## src/design/lbas_pkg.sv

```systemverilog
// Package for the line bounded access splitter: widths, defaults, control structs.
package lbas_pkg;

  localparam int ThreadW = 8;
  localparam int AddrW   = 48;
  localparam int LenW    = 7;
  localparam int SizeW   = 4;

  localparam int LineBytesDef      = 64;
  localparam int MaxAccessBytesDef = 64;
  localparam int AddrBitsDef       = 48;

  typedef struct packed {
    logic load;
    logic advance;
  } lbas_cmd_t;

  typedef struct packed {
    logic len_nonzero;
    logic last;
  } lbas_sts_t;

endpackage

```

## src/design/lbas_if.sv

```systemverilog
// Request and chunk channel interfaces for the line bounded access splitter.
interface lbas_req_if import lbas_pkg::*; ();
  logic               valid;
  logic               ready;
  logic [ThreadW-1:0] thread_id;
  logic [AddrW-1:0]   access_addr;
  logic [LenW-1:0]    access_bytes;

  modport source (output valid, thread_id, access_addr, access_bytes, input ready);
  modport sink   (input valid, thread_id, access_addr, access_bytes, output ready);
endinterface

interface lbas_chunk_if import lbas_pkg::*; ();
  logic               valid;
  logic               ready;
  logic [ThreadW-1:0] chunk_thread;
  logic [AddrW-1:0]   chunk_addr;
  logic [SizeW-1:0]   chunk_bytes;
  logic               chunk_last;

  modport source (output valid, chunk_thread, chunk_addr, chunk_bytes, chunk_last,
                  input ready);
  modport sink   (input valid, chunk_thread, chunk_addr, chunk_bytes, chunk_last,
                  output ready);
endinterface

```

## src/design/lbas_datapath.sv

```systemverilog
// Datapath: access registers, chunk size selection and chunk output register.
module lbas_datapath import lbas_pkg::*; #(
  parameter int LINE_BYTES       = LineBytesDef,
  parameter int MAX_ACCESS_BYTES = MaxAccessBytesDef,
  parameter int ADDR_BITS        = AddrBitsDef
) (
  input  logic               clk_i,
  input  logic               rst_ni,
  input  lbas_cmd_t          cmd_i,
  output lbas_sts_t          sts_o,
  input  logic [ThreadW-1:0] thread_id_i,
  input  logic [AddrW-1:0]   access_addr_i,
  input  logic [LenW-1:0]    access_bytes_i,
  output logic [ThreadW-1:0] chunk_thread_o,
  output logic [AddrW-1:0]   chunk_addr_o,
  output logic [SizeW-1:0]   chunk_bytes_o,
  output logic               chunk_last_o
);

  localparam int OffW    = $clog2(LINE_BYTES);
  localparam int RoomW   = OffW + 1;
  localparam int CmpW    = (RoomW > LenW) ? RoomW : LenW;
  localparam int MaxClip = (MAX_ACCESS_BYTES > (2 ** LenW - 1)) ? (2 ** LenW - 1)
                                                                 : MAX_ACCESS_BYTES;
  localparam logic [AddrW-1:0] AddrMask =
    (ADDR_BITS >= AddrW) ? {AddrW{1'b1}} : AddrW'((65'(1) << ADDR_BITS) - 65'(1));

  logic [AddrW-1:0]   next_addr_q, next_addr_d;
  logic [LenW-1:0]    bytes_left_q, bytes_left_d;
  logic [ThreadW-1:0] held_thread_q, held_thread_d;

  logic [ThreadW-1:0] out_thread_q;
  logic [AddrW-1:0]   out_addr_q;
  logic [SizeW-1:0]   out_bytes_q;
  logic               out_last_q;

  logic [LenW-1:0]    len_clip;
  logic [RoomW-1:0]   room;
  logic [CmpW-1:0]    lim;
  logic [SizeW-1:0]   sz;
  logic [LenW-1:0]    left_after;

  always_comb begin
    len_clip = (access_bytes_i > LenW'(MaxClip)) ? LenW'(MaxClip) : access_bytes_i;
    room     = RoomW'(LINE_BYTES) - {1'b0, next_addr_q[OffW-1:0]};
    lim      = (CmpW'(bytes_left_q) < CmpW'(room)) ? CmpW'(bytes_left_q) : CmpW'(room);
    if (lim >= CmpW'(8)) begin
      sz = SizeW'(8);
    end else if (lim >= CmpW'(4)) begin
      sz = SizeW'(4);
    end else if (lim >= CmpW'(2)) begin
      sz = SizeW'(2);
    end else begin
      sz = SizeW'(1);
    end
    left_after = bytes_left_q - LenW'(sz);

    next_addr_d   = next_addr_q;
    bytes_left_d  = bytes_left_q;
    held_thread_d = held_thread_q;
    if (cmd_i.load) begin
      next_addr_d   = access_addr_i & AddrMask;
      bytes_left_d  = len_clip;
      held_thread_d = thread_id_i;
    end else if (cmd_i.advance) begin
      next_addr_d  = (next_addr_q + AddrW'(sz)) & AddrMask;
      bytes_left_d = left_after;
    end
  end

  assign sts_o.len_nonzero = (access_bytes_i != '0);
  assign sts_o.last        = (left_after == '0);

  always_ff @(posedge clk_i or negedge rst_ni) begin
    if (!rst_ni) begin
      next_addr_q   <= '0;
      bytes_left_q  <= '0;
      held_thread_q <= '0;
    end else begin
      next_addr_q   <= next_addr_d;
      bytes_left_q  <= bytes_left_d;
      held_thread_q <= held_thread_d;
    end
  end

  always_ff @(posedge clk_i) begin
    if (cmd_i.advance) begin
      out_thread_q <= held_thread_q;
      out_addr_q   <= next_addr_q;
      out_bytes_q  <= sz;
      out_last_q   <= (left_after == '0);
    end
  end

  assign chunk_thread_o = out_thread_q;
  assign chunk_addr_o   = out_addr_q;
  assign chunk_bytes_o  = out_bytes_q;
  assign chunk_last_o   = out_last_q;

endmodule

```

## src/design/lbas_ctrl.sv

```systemverilog
// Controller: request accept, split sequencing and chunk output valid.
module lbas_ctrl import lbas_pkg::*; (
  input  logic      clk_i,
  input  logic      rst_ni,
  input  logic      req_valid_i,
  output logic      req_ready_o,
  output logic      chunk_valid_o,
  input  logic      chunk_ready_i,
  input  lbas_sts_t sts_i,
  output lbas_cmd_t cmd_o
);

  typedef enum logic {
    StIdle,
    StSplit
  } state_e;

  state_e state_q, state_d;
  logic   out_valid_q, out_valid_d;
  logic   can_emit;

  assign req_ready_o   = (state_q == StIdle);
  assign chunk_valid_o = out_valid_q;
  assign can_emit      = !out_valid_q || chunk_ready_i;

  always_comb begin
    state_d     = state_q;
    out_valid_d = out_valid_q && !chunk_ready_i;
    cmd_o       = '0;
    unique case (state_q)
      StIdle: begin
        if (req_valid_i && sts_i.len_nonzero) begin
          cmd_o.load = 1'b1;
          state_d    = StSplit;
        end
      end
      StSplit: begin
        if (can_emit) begin
          cmd_o.advance = 1'b1;
          out_valid_d   = 1'b1;
          if (sts_i.last) begin
            state_d = StIdle;
          end
        end
      end
      default: state_d = StIdle;
    endcase
  end

  always_ff @(posedge clk_i or negedge rst_ni) begin
    if (!rst_ni) begin
      state_q     <= StIdle;
      out_valid_q <= 1'b0;
    end else begin
      state_q     <= state_d;
      out_valid_q <= out_valid_d;
    end
  end

  a_adv_in_split: assert property (@(posedge clk_i) disable iff (!rst_ni)
    cmd_o.advance |-> state_q == StSplit)
    else $error("chunk advance outside split");

  a_load_starts: assert property (@(posedge clk_i) disable iff (!rst_ni)
    (req_valid_i && req_ready_o && sts_i.len_nonzero) |=> state_q == StSplit)
    else $error("nonzero request did not start a split");

  a_last_ends: assert property (@(posedge clk_i) disable iff (!rst_ni)
    (cmd_o.advance && sts_i.last) |=> (state_q == StIdle && out_valid_q))
    else $error("last chunk did not end the split");

  a_emit_valid: assert property (@(posedge clk_i) disable iff (!rst_ni)
    cmd_o.advance |=> out_valid_q)
    else $error("emitted chunk not presented");

endmodule

```

## src/design/line_bounded_access_splitter_top.sv

```systemverilog
// Top level of the line bounded access splitter.
//
//   channel  dir  payload                                          handshake
//   req_i    in   thread_id, access_addr, access_bytes             valid/ready
//   chunk_o  out  chunk_thread, chunk_addr, chunk_bytes, chunk_last valid/ready
//
// An access is first accepted, then split at one chunk per cycle, while
// chunk_o is not stalled, by the single chunk-size selector; a 64-byte
// access needs up to 11 chunks.
// A zero-length request is taken and gives no chunk.
// Reset is asynchronous, active low; it clears the controller and access state.
// A stall on chunk_o holds the chunk and pauses splitting; a new request is
// taken while the final chunk of the previous one still waits.
module line_bounded_access_splitter_top import lbas_pkg::*; #(
  parameter int LINE_BYTES       = LineBytesDef,
  parameter int MAX_ACCESS_BYTES = MaxAccessBytesDef,
  parameter int ADDR_BITS        = AddrBitsDef
) (
  input  logic         clk_i,
  input  logic         rst_ni,
  lbas_req_if.sink     req_i,
  lbas_chunk_if.source chunk_o
);

  lbas_cmd_t cmd;
  lbas_sts_t sts;

  lbas_ctrl u_ctrl (
    .clk_i         (clk_i),
    .rst_ni        (rst_ni),
    .req_valid_i   (req_i.valid),
    .req_ready_o   (req_i.ready),
    .chunk_valid_o (chunk_o.valid),
    .chunk_ready_i (chunk_o.ready),
    .sts_i         (sts),
    .cmd_o         (cmd)
  );

  lbas_datapath #(
    .LINE_BYTES       (LINE_BYTES),
    .MAX_ACCESS_BYTES (MAX_ACCESS_BYTES),
    .ADDR_BITS        (ADDR_BITS)
  ) u_datapath (
    .clk_i          (clk_i),
    .rst_ni         (rst_ni),
    .cmd_i          (cmd),
    .sts_o          (sts),
    .thread_id_i    (req_i.thread_id),
    .access_addr_i  (req_i.access_addr),
    .access_bytes_i (req_i.access_bytes),
    .chunk_thread_o (chunk_o.chunk_thread),
    .chunk_addr_o   (chunk_o.chunk_addr),
    .chunk_bytes_o  (chunk_o.chunk_bytes),
    .chunk_last_o   (chunk_o.chunk_last)
  );

endmodule

```

## src/flat_wrapper.sv

```systemverilog
// flat-port wrapper written by rule: the top's interface ports become plain ports
module line_bounded_access_splitter_top_flat import lbas_pkg::*;
#(
  parameter int LINE_BYTES       = LineBytesDef,
  parameter int MAX_ACCESS_BYTES = MaxAccessBytesDef,
  parameter int ADDR_BITS        = AddrBitsDef
)
  (clk_i, rst_ni, req_i_valid, req_i_thread_id, req_i_access_addr, req_i_access_bytes, req_i_ready, chunk_o_valid, chunk_o_chunk_thread, chunk_o_chunk_addr, chunk_o_chunk_bytes, chunk_o_chunk_last, chunk_o_ready);
  lbas_req_if req_i_i ();
  lbas_chunk_if chunk_o_i ();
  input  logic clk_i;
  input  logic rst_ni;
  input wire logic [$bits(req_i_i.valid)-1:0] req_i_valid;
  input wire logic [$bits(req_i_i.thread_id)-1:0] req_i_thread_id;
  input wire logic [$bits(req_i_i.access_addr)-1:0] req_i_access_addr;
  input wire logic [$bits(req_i_i.access_bytes)-1:0] req_i_access_bytes;
  output wire logic [$bits(req_i_i.ready)-1:0] req_i_ready;
  output wire logic [$bits(chunk_o_i.valid)-1:0] chunk_o_valid;
  output wire logic [$bits(chunk_o_i.chunk_thread)-1:0] chunk_o_chunk_thread;
  output wire logic [$bits(chunk_o_i.chunk_addr)-1:0] chunk_o_chunk_addr;
  output wire logic [$bits(chunk_o_i.chunk_bytes)-1:0] chunk_o_chunk_bytes;
  output wire logic [$bits(chunk_o_i.chunk_last)-1:0] chunk_o_chunk_last;
  input wire logic [$bits(chunk_o_i.ready)-1:0] chunk_o_ready;
  assign req_i_i.valid = req_i_valid;
  assign req_i_i.thread_id = req_i_thread_id;
  assign req_i_i.access_addr = req_i_access_addr;
  assign req_i_i.access_bytes = req_i_access_bytes;
  assign req_i_ready = req_i_i.ready;
  assign chunk_o_valid = chunk_o_i.valid;
  assign chunk_o_chunk_thread = chunk_o_i.chunk_thread;
  assign chunk_o_chunk_addr = chunk_o_i.chunk_addr;
  assign chunk_o_chunk_bytes = chunk_o_i.chunk_bytes;
  assign chunk_o_chunk_last = chunk_o_i.chunk_last;
  assign chunk_o_i.ready = chunk_o_ready;
  line_bounded_access_splitter_top #(.LINE_BYTES(LINE_BYTES), .MAX_ACCESS_BYTES(MAX_ACCESS_BYTES), .ADDR_BITS(ADDR_BITS)) u_core (.clk_i(clk_i), .rst_ni(rst_ni), .req_i(req_i_i), .chunk_o(chunk_o_i));
endmodule
```

## config.mk

```make
export PLATFORM = sky130hd
export DESIGN_NAME = line_bounded_access_splitter_top_flat
export DESIGN_NICKNAME = d
export VERILOG_FILES = /design/src/design/lbas_pkg.sv /design/src/design/lbas_if.sv /design/src/design/lbas_datapath.sv /design/src/design/lbas_ctrl.sv /design/src/design/line_bounded_access_splitter_top.sv /design/src/flat_wrapper.sv
export SDC_FILE = /design/constraint.sdc
export NUM_CORES = 1
export LEC_CHECK = 0
export BUFFER_PORTS_ARGS = -buffer_cell sky130_fd_sc_hd__buf_4
export CORE_MARGIN = 4
export CORE_UTILIZATION = 50
export DETAILED_ROUTE_END_ITERATION = 6
export PLACE_DENSITY_LB_ADDON = 0.05
export SYNTH_ARGS = -nofsm -noshare
export SYNTH_HDL_FRONTEND = slang
export SYNTH_SLANG_ARGS = --single-unit
export TNS_END_PERCENT = 30
```

## constraint.sdc

```tcl
create_clock -name clk_i -period 4.65 [get_ports clk_i]
set_input_delay 0.93 -clock clk_i [delete_from_list [all_inputs] [get_ports clk_i]]
set_output_delay 0.93 -clock clk_i [all_outputs]
set_load 0.02 [all_outputs]
```

Yosys cells after proc, flatten, opt, wreduce, memory -nomap -nowiden:

Index checks and enable logic that the tools add are counted.

* add/subtract/negate cells: 3
* order comparisons: 5
* mux-type cells: 18
* bitwise gates (word level): 1
* reduce and logical (&&, ||, !) cells: 8

Operator list (number)
* $mux 48: 2
* $add 48x4->48: 1
* $mux 7: 4
* $mux 1: 8
* $mux 4: 2
* $ge 7x2->1 const B: 1
* $ge 7x3->1 const B: 1
* $ge 7x4->1 const B: 1
* $gt 7x7->1 const B: 1
* $logic_not 7->1: 1
* $lt 7x7->1: 1
* $reduce_bool 7->1: 1
* $sub 7x4->7: 1
* $sub 7x6->7 const A: 1
* $logic_and 1x1->1: 2
* $logic_not 1->1: 2
* $mux 2: 1
* $pmux 1 s2: 1
* $reduce_bool 2->1: 1
* $logic_or 1x1->1: 1
* $not 1->1: 1

* register bits: 126
* logic and storage cells: 44

Logic depth before layout (Yosys ltp):

* depth after elaboration: 12
* mapped depth: 18
* depth with buffers taken out: 18

Modules after synthesis:

From an unflattened synthesis, not the netlist that was laid out.

* cells, all modules: 547
* area, all modules: 6154.7 sq um

By module, submodules not included
* lbas_datapath: instances 1, cells each 538, area an instance 6058.3 sq um, sequential area each 3408.3 sq um
* lbas_ctrl: instances 1, cells each 9, area an instance 96.3 sq um, sequential area each 50.0 sq um

Least setup slack after synthesis:

OpenSTA, ideal clock, no wires.

* path kind: register -> register
* start point: reg u_core.u_datapath.next_addr_q[2]
* end point: reg u_core.u_datapath.next_addr_q[14]
* setup time: 0.135 ns
* arrival: 3.963 ns
* data required time: 4.515 ns
* path slack: 0.552 ns
* cell stages (with the launch flop): 15
* path buffers: 0
* clock period less this slack: 4.098 ns
* path through: dfrtp_1 > or3_1 > nor3_1 > xor2_1 > ha_1 > nand3_1 > o21ai_1 > mux2_2 > ha_1 > fa_1 > a31oi_1 > nor2_1 > nand4_1 > xor2_1 > o21ai_0

* word-level cells in the longest chain between the ends: 10

Ends and longest elaborated chain
* from (decl): RTL line lbas_datapath.sv:28 `logic [AddrW-1:0] next_addr_q, next_addr_d;`
* from (signal assigned): RTL line lbas_datapath.sv:80 `next_addr_q <= next_addr_d;`
* $sub 7x6->7 *: RTL line lbas_datapath.sv:45 `room = RoomW'(LINE_BYTES) - {1'b0, next_addr_q[OffW-1:0]};`
* $lt 7x7->1: RTL line lbas_datapath.sv:46 `lim = (CmpW'(bytes_left_q) < CmpW'(room)) ? CmpW'(bytes_left_q) : CmpW'(room);`
* $mux 7 *: RTL line lbas_datapath.sv:46
* $ge 7x2->1: RTL line lbas_datapath.sv:51 `end else if (lim >= CmpW'(2)) begin`
* $mux 2: RTL line lbas_datapath.sv:51
* $mux 4: RTL line lbas_datapath.sv:49 `end else if (lim >= CmpW'(4)) begin`
* $mux 4 *: RTL line lbas_datapath.sv:47 `if (lim >= CmpW'(8)) begin`
* net u_core.u_datapath.sz[0]: RTL line lbas_datapath.sv:40 `logic [SizeW-1:0] sz;`
* $add 48x4->48 *: RTL line lbas_datapath.sv:66 `next_addr_d = (next_addr_q + AddrW'(sz)) & AddrMask;`
* $mux 48 *: RTL line lbas_datapath.sv:65 `end else if (cmd_i.advance) begin`
* $mux 48 *: RTL line lbas_datapath.sv:61 `if (cmd_i.load) begin`

Mark *: on every way through the listed nets, which the timed path passes. The rest lies on a longest branch. The select of a mux whose other input is x is not followed.
A chain may end at the register's enable or synchronous reset.

Worst setup path in the final report:

* start point: reg u_core.u_datapath.next_addr_q[2]
* end point: reg u_core.u_datapath.next_addr_q[30]

The elaborated chain is that of the path after synthesis.

==> results by group <==
Status
  • Outcome: finished clean

Logic synthesis
  • Synth Register Bits: 126
  • Async SR Flop Fraction: 0.516
  • Register area share after synthesis: 0.572
  • Post-Syn Area: 0.00605 sq mm
  • Post-synth EDFFs: 61
  • Synthesized netlist cell count: 544
  • Post-Syn Area per Cell: 11.1 sq um
  • YS warnings: 0
  • Syn Nets: 629
  • Top FF cell, synth: dfrtp_1
  • Synth cell types: 64

Cells and area
  • Layout area overhead: 30.4%
  • Area occupied by multi-input gates: 0.00248 sq mm
  • Nets: 767
  • Filler cells: 869
  • FF+latch area: 0.00346 sq mm
  • Commonest non-fill, non-tap cell in the layout: buf_4
  • Number of antenna diodes: 0
  • Most frequent cells in the layout: buf_4 (138), nand2_1 (83), dfrtp_1 (65)
  • Final core utilization: 0.679
  • Layout cells sized above 1: 0.273

Worst setup path
  • CP Capture Type: flop
  • Startpoint types: flop
  • Critical path class: reg -> reg
  • Critical path, cell by cell: or3_1 > nor3_1 > xor2_1 > ha_1 > a21o_1 > a21oi_1 > o21ai_2 > mux2_2 > ha_1 > fa_1 > a31oi_1 > buf_4 > nor4_4 > nand4_1 > xor2_1 > o21ai_1
  • Top delay family on crit path: simple AND/OR/NAND/NOR gates
  • CP Buf/Inv Count: 1
  • Critical-path maximum fanout: 8
  • CP peak stage delay: 0.47 ns
  • R2R Path Start: u_core.u_datapath.next_addr_q[2]
  • Slowest cell on crit path: or3_1
  • Req. time, crit path: 4.92 ns
  • Crit path launch: u_core.u_datapath.next_addr_q[2]
  • CP Data Arrival Time: 4.52 ns

Global route
  • Total Routing Usage GR: 0.228
  • Initial antenna violation count: 0
  • First-pass GRT wire length: 25,200 um
  • Congestion Overflow GR: 0
  • Largest net degree at the start of global routing: 79
  • Number of global-route vias before repair: 4,872

Drt
  • ANT nets after route: 0
  • Routed wire length: 15,400 um
  • Routed vias/inst: 5.74
  • DRT Pass-1 Iters: 5
  • Drt drc: 0
  • Number of DRC markers in iteration 0: 333
  • Via count: 4,810
  • Drt wl/cell: 18.4 um

Min path
  • Hold Crit Start: u_core.u_datapath.held_thread_q[1]
  • Worst min path class: reg -> reg

STA
  • Clock skew: 0.0144 ns
  • RSZ-0062 raised after global routing: no
  • Final setup vio count: 0
  • Min Clock Period, post-route: 4.25 ns
  • Final Hold Viols: 0
  • Slew margin rel.: 0.398
  • Period utilization: 0.914
  • Fmax achieved: 0.235 GHz
  • Final worst slack: 0.399 ns
  • Setup TNS: 0 ns
  • Tightest Pin Transition: 0.903 ns
  • Fin. max-slew vios: 0

Power and ir drop
  • Power Density: 733 mW/mm^2
  • Maximum vdd ir drop: 0.504 mV
  • Lkg Pwr: 3.33 nW

Floorplan
  • I/O pins: 130
  • Cell row count: 39
  • Die ar.: 0.0139 sq mm
  • Core Region: 0.0116 sq mm
  • Die height: 118 um
  • Initial Util: 0.521
  • Die Width: 118 um

Clock network
  • Cts bufs inserted: 17
  • CTS tree: done
  • Setup repair bufs after CTS: 0
  • Clock tree buffer depth: 2
  • CTS resizes: 0
  • Cts hold-fix bufs: 0
  • H-tree levels: 4
  • Worst skew pair latency: 0.42 ns
  • Clk sink count: 126
  • Clk slew on worst S/H paths: 0.06 ns
  • Root Driver: clkbuf_16

Placed design
  • GPL Wtd Cong: 0.839
  • Dpl hpwl: 10,600 um
  • IO buf count: 129
  • Dpl ws: 0.234 ns

Job
  • Max Cap Viol: 0
-- synth_stat cells (3+ instances only) --
cell / instances / share of area
or3_1: 4 / 0.0041
and2_1: 3 / 0.0031
a221o_1: 7 / 0.012
nor2_1: 25 / 0.016
nand4_1: 11 / 0.011
nor3_1: 23 / 0.019
nand2_1: 83 / 0.051
nand2b_1: 6 / 0.0062
mux2_2: 4 / 0.0074
buf_1: 3 / 0.0019
edfxtp_1: 61 / 0.30
inv_1: 12 / 0.0074
ha_1: 16 / 0.033
o21ai_0: 24 / 0.020
xor2_1: 14 / 0.020
o21a_1: 3 / 0.0037
o211ai_1: 5 / 0.0062
nor2b_1: 5 / 0.0052
a22oi_1: 6 / 0.0074
dfrtp_1: 65 / 0.27
nand3_1: 28 / 0.023
xnor2_1: 22 / 0.032
nor4_1: 6 / 0.0062
a21oi_1: 14 / 0.012
clkbuf_1: 12 / 0.0074
and3_1: 11 / 0.011
mux2i_1: 4 / 0.0066
a21o_1: 5 / 0.0062
nor4_2: 3 / 0.0062
o21ai_1: 13 / 0.011
a32oi_1: 3 / 0.0043
-- power breakdown --
group	switching (mW)	internal, mW
clock network	0.471	1.06
logic	1.19	0.875
registers	0.417	1.77
total	2.08	3.70
-- metal layers --
metal / wire [um] / track usage
met3: 919 / 0.0711
met2: 7370 / 0.359
met5: 0 / 0
met4: 269 / 0.0733
met1: 6830 / 0.303
-- worst paths after layout --
kind                                                  endpoint  slack [ns]  cells after the start
min in group asynchronous    u_core.u_datapath.bytes_left_q[1]        0.60                      1
setup / recovery             u_core.u_datapath.next_addr_q[30]        0.40                     16
setup reg to reg             u_core.u_datapath.next_addr_q[30]        0.40                     16
hold reg to reg            u_core.u_datapath.chunk_thread_o[1]        0.45                      0
hold / removal             u_core.u_datapath.chunk_thread_o[1]        0.45                      0
max in group asynchronous    u_core.u_datapath.next_addr_q[28]        3.41                      1
-- cell families after synthesis --
| family | Yosys count | synth area share |
|---|---|---|
| muxes | 8 | 0.0141 |
| DFF | 126 | 0.572 |
| adders and majority gates | 18 | 0.0397 |
| and+or+nand+nor | 224 | 0.191 |
| buffers and inverters | 32 | 0.0215 |
| xor gates and xnor gates | 36 | 0.0521 |
| AOI/OAI and AO/OA | 100 | 0.110 |
-- state kept, by name, indices dropped and copies added (netlist names) --
signal / count
u_core.u_datapath.chunk_addr_o: 48
u_core.u_datapath.chunk_last_o: 1
u_core.u_ctrl.state_q: 1
u_core.u_datapath.held_thread_q: 8
u_core.u_datapath.chunk_bytes_o: 4
u_core.u_datapath.chunk_thread_o: 8
u_core.u_datapath.bytes_left_q: 7
u_core.u_datapath.next_addr_q: 48
u_core.u_ctrl.chunk_valid_o: 1
-- stage by stage --
step / instances / hold slack [ns] / power [mW] / instance area, sq um
2_1_floorplan: 544 / 0.420 / 3.46 / 6050
3_3_place_gp: 806 / 0.428 / 4.19 / 7190
3_5_place_dp: 806 / 0.433 / 4.24 / 7190
4_1_cts: 838 / 0.452 / 5.81 / 7880
5_1_grt: 838 / 0.463 / 6.15 / 7890
6_report: 838 / 0.450 / 5.78 / 7890
-- layout make-up --
class / count / area share
flip-flops and latches: 126 / 0.438
multi-input cells: 386 / 0.314
repair buffers: 138 / 0.131
clock buffers: 22 / 0.0614
clock inverters: 10 / 0.0262
well taps: 143 / 0.0227
inverters: 13 / 0.00634
(Power assumes the default switching activity.)
